--- src/rtl/core/csvt_pkg.sv ---
// shared types and constants for the csv field tokenizer
package csvt_pkg;

  localparam logic [7:0] CH_QUOTE = 8'd34;
  localparam logic [7:0] CH_CR    = 8'd13;
  localparam logic [7:0] CH_LF    = 8'd10;
  localparam logic [7:0] CH_NUL   = 8'd0;

  localparam logic [7:0] SEP_RESET = 8'd44;
  localparam int unsigned MAX_FIELDS_DFLT = 255;

  localparam logic [2:0] ERR_NONE     = 3'd0;
  localparam logic [2:0] ERR_QUOTE    = 3'd1;
  localparam logic [2:0] ERR_AFTER_Q  = 3'd2;
  localparam logic [2:0] ERR_UNCLOSED = 3'd3;
  localparam logic [2:0] ERR_COUNT    = 3'd4;

  typedef struct packed {
    logic [7:0] data;
    logic       eod;
  } item_t;

  typedef struct packed {
    logic [7:0] out_char;
    logic       char_valid;
    logic       field_end;
    logic       row_end;
    logic [7:0] row_field_count;
    logic       done_res;
    logic [2:0] error_code;
  } res_t;

endpackage

--- src/rtl/core/csvt_in_stage.sv ---
// input register stage of the csv field tokenizer
module csvt_in_stage (
  input  logic                clk,
  input  logic                rst_n,
  input  logic                in_tvalid,
  output logic                in_tready,
  input  logic [7:0]          in_tdata,
  input  logic                in_tlast,
  input  logic                advance,
  output logic                item_vld,
  output csvt_pkg::item_t     item
);
  import csvt_pkg::*;

  logic  vld_r;
  item_t item_r;

  assign in_tready = !vld_r || advance;
  assign item_vld  = vld_r;
  assign item      = item_r;

  always_ff @(posedge clk) begin
    if (!rst_n) begin
      vld_r <= 1'b0;
    end else if (in_tready) begin
      vld_r <= in_tvalid;
    end
    if (in_tready && in_tvalid) begin
      item_r.data <= in_tdata;
      item_r.eod  <= in_tlast;
    end
  end

endmodule

--- src/rtl/core/csvt_parse.sv ---
// parser state and combinational next-state and result logic
module csvt_parse #(
  parameter int unsigned MAX_FIELDS = csvt_pkg::MAX_FIELDS_DFLT
) (
  input  logic            clk,
  input  logic            rst_n,
  input  logic            cfg_wr_en,
  input  logic [7:0]      cfg_wr_data,
  input  logic            advance,
  input  csvt_pkg::item_t item,
  output csvt_pkg::res_t  res
);
  import csvt_pkg::*;

  localparam int unsigned CW = $clog2(MAX_FIELDS + 1);
  localparam logic [CW-1:0] CNT_MAX = CW'(MAX_FIELDS);

  typedef enum logic [1:0] {
    PH_START,
    PH_PLAIN,
    PH_QUOTED,
    PH_QMARK
  } phase_t;

  logic [7:0]    sep_r;
  phase_t        ph_r, ph_nxt;
  logic          cr_pend_r, cr_pend_nxt;
  logic          at_start_r, at_start_nxt;
  logic [CW-1:0] cnt_r, cnt_nxt;
  logic [CW-1:0] first_r, first_nxt;
  logic          first_seen_r, first_seen_nxt;
  logic          halted_r, halted_nxt;

  logic          is_end;
  logic [CW-1:0] cnt_inc;
  logic [CW-1:0] row_cnt;
  logic [31:0]   row_cnt32;
  logic          mismatch;

  assign is_end  = item.eod || (item.data == CH_NUL);
  assign cnt_inc = (cnt_r < CNT_MAX) ? cnt_r + CW'(1) : cnt_r;

  // row closes with the new field counted unless the phase says the field is already closed
  always_comb begin
    if (is_end && !(ph_r == PH_PLAIN || ph_r == PH_QMARK || at_start_r)) begin
      row_cnt = cnt_r;
    end else begin
      row_cnt = cnt_inc;
    end
  end

  assign row_cnt32 = 32'(row_cnt);
  assign mismatch  = first_seen_r && (row_cnt != first_r);

  always_comb begin
    res            = '0;
    ph_nxt         = ph_r;
    cr_pend_nxt    = cr_pend_r;
    at_start_nxt   = at_start_r;
    cnt_nxt        = cnt_r;
    first_nxt      = first_r;
    first_seen_nxt = first_seen_r;
    halted_nxt     = halted_r;

    if (is_end) begin
      if (!halted_r) begin
        if (ph_r == PH_QUOTED) begin
          res.error_code = ERR_UNCLOSED;
        end else if (ph_r == PH_PLAIN || ph_r == PH_QMARK || at_start_r || cnt_r != '0) begin
          res.field_end       = (ph_r == PH_PLAIN || ph_r == PH_QMARK || at_start_r);
          res.row_end         = 1'b1;
          res.row_field_count = (row_cnt32 > 32'd255) ? 8'hFF : row_cnt32[7:0];
          if (mismatch) begin
            res.error_code = ERR_COUNT;
          end
        end
      end
      res.done_res   = 1'b1;
      ph_nxt         = PH_START;
      cr_pend_nxt    = 1'b0;
      at_start_nxt   = 1'b1;
      cnt_nxt        = '0;
      first_nxt      = '0;
      first_seen_nxt = 1'b0;
      halted_nxt     = 1'b0;
    end else if (halted_r) begin
      // halted: all-zero results until end of data
    end else if (ph_r == PH_START && cr_pend_r && item.data == CH_LF) begin
      cr_pend_nxt = 1'b0;
    end else begin
      cr_pend_nxt  = 1'b0;
      at_start_nxt = 1'b0;
      if (ph_r == PH_QUOTED) begin
        if (item.data == CH_QUOTE) begin
          ph_nxt = PH_QMARK;
        end else begin
          res.out_char   = item.data;
          res.char_valid = 1'b1;
        end
      end else if (item.data == CH_QUOTE) begin
        priority if (ph_r == PH_PLAIN) begin
          res.error_code = ERR_QUOTE;
          halted_nxt     = 1'b1;
        end else if (ph_r == PH_QMARK) begin
          // doubled quote gives one quote of content
          res.out_char   = CH_QUOTE;
          res.char_valid = 1'b1;
          ph_nxt         = PH_QUOTED;
        end else begin
          ph_nxt = PH_QUOTED;
        end
      end else if (item.data == sep_r) begin
        res.field_end = 1'b1;
        cnt_nxt       = cnt_inc;
        ph_nxt        = PH_START;
      end else if (item.data == CH_CR || item.data == CH_LF) begin
        res.field_end       = 1'b1;
        res.row_end         = 1'b1;
        res.row_field_count = (row_cnt32 > 32'd255) ? 8'hFF : row_cnt32[7:0];
        if (!first_seen_r) begin
          first_seen_nxt = 1'b1;
          first_nxt      = row_cnt;
        end else if (mismatch) begin
          res.error_code = ERR_COUNT;
          halted_nxt     = 1'b1;
        end
        cnt_nxt     = '0;
        ph_nxt      = PH_START;
        cr_pend_nxt = (item.data == CH_CR);
      end else if (ph_r == PH_QMARK) begin
        res.error_code = ERR_AFTER_Q;
        halted_nxt     = 1'b1;
      end else begin
        res.out_char   = item.data;
        res.char_valid = 1'b1;
        ph_nxt         = PH_PLAIN;
      end
    end
  end

  always_ff @(posedge clk) begin
    if (!rst_n) begin
      sep_r        <= SEP_RESET;
      ph_r         <= PH_START;
      cr_pend_r    <= 1'b0;
      at_start_r   <= 1'b1;
      cnt_r        <= '0;
      first_r      <= '0;
      first_seen_r <= 1'b0;
      halted_r     <= 1'b0;
    end else begin
      if (cfg_wr_en) begin
        sep_r <= cfg_wr_data;
      end
      if (advance) begin
        ph_r         <= ph_nxt;
        cr_pend_r    <= cr_pend_nxt;
        at_start_r   <= at_start_nxt;
        cnt_r        <= cnt_nxt;
        first_r      <= first_nxt;
        first_seen_r <= first_seen_nxt;
        halted_r     <= halted_nxt;
      end
    end
  end

endmodule

--- src/rtl/core/csvt_out_stage.sv ---
// result register stage of the csv field tokenizer
module csvt_out_stage (
  input  logic           clk,
  input  logic           rst_n,
  input  logic           item_vld,
  input  csvt_pkg::res_t res,
  output logic           advance,
  output logic           out_tvalid,
  input  logic           out_tready,
  output logic [23:0]    out_tdata,
  output logic           out_tlast,
  output logic [0:0]     out_tuser
);
  import csvt_pkg::*;

  logic vld_r;
  res_t res_r;

  assign advance    = item_vld && (!vld_r || out_tready);
  assign out_tvalid = vld_r;
  assign out_tdata  = {3'b000, res_r.error_code, res_r.done_res, res_r.row_field_count,
                       res_r.field_end, res_r.out_char};
  assign out_tlast  = res_r.row_end;
  assign out_tuser  = res_r.char_valid;

  always_ff @(posedge clk) begin
    if (!rst_n) begin
      vld_r <= 1'b0;
    end else if (advance) begin
      vld_r <= 1'b1;
    end else if (out_tready) begin
      vld_r <= 1'b0;
    end
    if (advance) begin
      res_r <= res;
    end
  end

endmodule

--- src/rtl/core/csv_field_tokenizer_core.sv ---
// Streaming CSV tokenizer: one result item out per byte item in, at a rate of one item per cycle
// while out_tready stays high (input register, then the parser's combinational state update
// into the result register). The parser state updates on each accepted item, so bytes of the
// same stream flow back to back. in_tlast marks end of data (a zero byte does the same); that
// item returns done_res and rearms the parser. The field separator survives rearming and is to
// be written via cfg_wr_en/cfg_wr_data only while the block is idle; it is not enforced.
module csv_field_tokenizer_core #(
  parameter int unsigned MAX_FIELDS = csvt_pkg::MAX_FIELDS_DFLT
) (
  input  logic        clk,
  input  logic        rst_n,
  input  logic        cfg_wr_en,
  input  logic [7:0]  cfg_wr_data,   // field_separator
  input  logic        in_tvalid,
  output logic        in_tready,
  input  logic [7:0]  in_tdata,      // [7:0] in_byte
  input  logic        in_tlast,      // end_of_data
  output logic        out_tvalid,
  input  logic        out_tready,
  output logic [23:0] out_tdata,     // [7:0] out_char, [8] field_end, [16:9] row_field_count,
                                     // [17] done_res, [20:18] error_code, [23:21] zero
  output logic        out_tlast,     // row_end
  output logic [0:0]  out_tuser      // [0] char_valid
);
  import csvt_pkg::*;

  logic  advance;
  logic  item_vld;
  item_t item;
  res_t  res;

  csvt_in_stage u_in (
    .clk       (clk),
    .rst_n     (rst_n),
    .in_tvalid (in_tvalid),
    .in_tready (in_tready),
    .in_tdata  (in_tdata),
    .in_tlast  (in_tlast),
    .advance   (advance),
    .item_vld  (item_vld),
    .item      (item)
  );

  csvt_parse #(
    .MAX_FIELDS (MAX_FIELDS)
  ) u_parse (
    .clk         (clk),
    .rst_n       (rst_n),
    .cfg_wr_en   (cfg_wr_en),
    .cfg_wr_data (cfg_wr_data),
    .advance     (advance),
    .item        (item),
    .res         (res)
  );

  csvt_out_stage u_out (
    .clk        (clk),
    .rst_n      (rst_n),
    .item_vld   (item_vld),
    .res        (res),
    .advance    (advance),
    .out_tvalid (out_tvalid),
    .out_tready (out_tready),
    .out_tdata  (out_tdata),
    .out_tlast  (out_tlast),
    .out_tuser  (out_tuser)
  );

endmodule

--- config.mk ---
export PLATFORM = sky130hd
export DESIGN_NAME = csv_field_tokenizer_core
export DESIGN_NICKNAME = d
export VERILOG_FILES = /design/src/rtl/core/csvt_pkg.sv /design/src/rtl/core/csvt_in_stage.sv /design/src/rtl/core/csvt_parse.sv /design/src/rtl/core/csvt_out_stage.sv /design/src/rtl/core/csv_field_tokenizer_core.sv
export SDC_FILE = /design/constraint.sdc
export NUM_CORES = 1
export LEC_CHECK = 0
export ABC_CLOCK_PERIOD_IN_PS = 2700
export BUFFER_PORTS_ARGS = -buffer_cell sky130_fd_sc_hd__buf_2
export CORE_AREA = 2 2 87 110
export DETAILED_ROUTE_END_ITERATION = 10
export DIE_AREA = 0 0 89 112
export PLACE_DENSITY = 0.67
export SYNTH_ARGS = -nofsm -noshare
export SYNTH_HDL_FRONTEND = slang
export SYNTH_SLANG_ARGS = --single-unit
--- constraint.sdc ---
create_clock -name clk -period 2.7 [get_ports clk]
set_input_delay 0.135 -clock clk [delete_from_list [all_inputs] [get_ports clk]]
set_output_delay 0.135 -clock clk [all_outputs]
set_load 0.1 [all_outputs]
==> metrics.txt <==
status=finished clean; Cell Rows=39; crit path launch type=flip-flop; max-capacitance violation count=0; ys flop type=edfxtp_1; Area growth syn-to-layout=23.52%; Core Area=0.008979 mm2; Post-DP HPWL=6550 um; cts bufs inserted=9; H-tree Lvls=3; share of the synthesized area in the top cell type=0.2771; vias in the first global route=2917; clock tree root driver cell=clkbuf_16; Avg Vias per Cell=5.434; CP max stage delay=0.48 ns; ranking of synthesized cells by area=edfxtp_1, dfxtp_1, a21oi_1; final wirelength=8906 um; CP top delay family=compound AO/OA/AOI/OAI gates; CTS sink count=64; crit path cell chain=nor3_1 > o211ai_1 > o21ai_2 > o2111ai_1 > a21oi_2 > nand2_1 > o22ai_1; worst hold path type=in -> reg; antenna violations before repair=0; register area=0.001602 mm2; setup TNS=0 ns; GR met2 Demand/Resource=0.3100; clk buf depth=2; area leader, netlist=edfxtp_1; Layout Utilization=0.4771; power per cell area=605.6 mW/mm2; # DRC=0; Antenna Violating Nets Remaining=0; fmax=0.4023 GHz; GP Congestion=0.9694; critical setup path kind=reg -> reg; Seq cells post-synth=64; Post-Syn Instances=366; fill count=893; GRT met1 Usage=0.2437; Clock transition at path regs=0.06 ns; Total Routing Usage GR=0.1899; first-pass GRT wire length=14610 um; Hold Vio Cnt, Final=0; Chip Height=112 um; fin crit share=0.9207; CP Buf/Inv Count=0; die area=0.009968 mm2; Overflow after GRT=0; maximum vdd drop=292.3 uV; CTS Hold Buffers Added=9; layout cells sized above 1=0.2212; number of synthesized flops with an enable pin=32; port bufs=46; Pleak=1.547 nW; NumNets Final=453; slowest CP cell=edfxtp_1; Inserted Diodes=0; Vias=3027; initial core utilization=0.3863; postcts setup bufs=0; RSZ-0062 raised after global routing=no; warnings from Yosys=0; asr flop ratio synth=0; Avg Inst Size Synth=9.476 um2; Synth cell types=72; post_cts resized=0; busiest grt layer=met2; final setup fails=0; Top Ports=50; Seq/Total Area, Yosys=0.4618; Critical Path End Type=flip-flop; largest net degree at the start of global routing=30; Netlist Area Pre-Place=0.003468 mm2; met3 GRT Util=0.04077; min cycle time layout=2.486 ns; DRT iter0 DRCs=265; final setup skew=0.006714 ns; DR WL/cell=15.99 um; Critical Path RT=2.96 ns; drt pass-1 iters=4; worst skew pair latency=0.33 ns; die width=89 um; Final Max Slew Viols=0; TritonCTS clock tree=yes; critical path fanouts, max=6; Multi-input gate area=0.001694 mm2; data arrival time of the critical path=2.74 ns
==> per-layer routing <==
metal	up-vias	routed length, um
li1	1471	-
met1	1435	3924
met2	106	4345
met3	15	485
met4	0	151
met5	-	0
==> Yosys cell counts (all sizes together) (3+ instances only) <==
cell / instances
a211oi: 3
a21boi: 4
a21oi: 24
a31oi: 3
and2: 10
and3: 5
buf: 7
clkbuf: 15
dfxtp: 32
edfxtp: 32
inv: 21
mux2i: 9
nand2: 29
nand3: 14
nand4: 8
nor2: 26
nor2b: 10
nor3: 8
nor3b: 6
nor4: 6
o211ai: 5
o21a: 5
o21ai: 16
o22ai: 11
or2: 3
or3: 4
xnor2: 9
==> worst reg2reg max path: stages, from the launching register on <==
cell	delay (ns)
edfxtp_1	0.48
nor3_1	0.41
o211ai_1	0.30
o21ai_2	0.17
o2111ai_1	0.25
a21oi_2	0.44
nand2_1	0.17
o22ai_1	0.18
==> final cells by class <==
type,instances,area share
clock buffers,11,0.05900
inverters,21,0.01840
well taps,123,0.03592
clock inverters,5,0.01285
multi-input cells,261,0.3954
flip-flops and latches,64,0.3738
repair buffers,72,0.1046
==> report_power, final <==
group          total, mW  switching [mW]  internal (mW)
combinational      0.324           0.241         0.0831
sequential          1.08          0.0249           1.06
clock               1.19           0.425          0.761
==> registers in the layout, summed over array words and instances (netlist names), 2 cells and up <==
name             cells
u_out.out_tdata     21
u_in.item            9
u_parse.cnt_r        8
u_parse.first_r      8
u_parse.sep_r        8
u_parse.ph_r         2
==> worst paths after layout <==
path	start	to	slack [ns]	cells after the start
max	u_in.item[7]$_DFFE_PP_	u_parse.cnt_r[3]$_SDFFE_PN0P_	0.21	7
min	cfg_wr_data[2]	u_parse.sep_r[2]$_SDFFE_PN1P_	0.02	3
max reg2reg	u_in.item[7]$_DFFE_PP_	u_parse.cnt_r[3]$_SDFFE_PN0P_	0.21	7
min reg2reg	u_parse.first_r[7]$_SDFFE_PN0P_	u_parse.first_r[7]$_SDFFE_PN0P_	0.50	2
==> stage by stage <==
stage	hold slack (ns)	setup WS (ns)	power, mW	cell area, um2	std cells
detailed placement	0.3131	0.2368	1.419	3886	532
CTS	0.01499	0.2329	2.607	4284	557
finish	0.02112	0.2141	2.595	4284	557
global placement	0.3125	0.3110	1.417	3886	532
global route	0.02479	0.03947	2.685	4284	557
floorplan	0.2339	0.08773	1.353	3476	368
==> logic make-up (layout without fill, tap and decap cells) <==
logic type,count (synthesis),count (layout),share of synthesized area
simple gates,139,139,0.2276
compound gates,96,96,0.1934
flops,64,64,0.4618
buf+inv,43,109,0.05194
xor+xnor,11,11,0.02778
mux,10,10,0.02922
fa+ha+maj,2,2,0.007214
other cells,1,3,0.001081
==> placed cells by master (no fill, tap or decap), drive strengths merged, types with 8 or more instances in the layout <==
master,synthesis,layout
a21oi,24,24
nor2b,10,10
inv,21,21
dfxtp,32,32
nand4,8,8
and2,10,10
nand3,14,14
buf,7,63
nor2,26,26
edfxtp,32,32
mux2i,9,9
o21ai,16,16
nor3,8,8
xnor2,9,9
o22ai,11,11
clkbuf,15,11
nand2,29,29
dlygate4sd3,0,9
(Power assumes the default switching activity.)
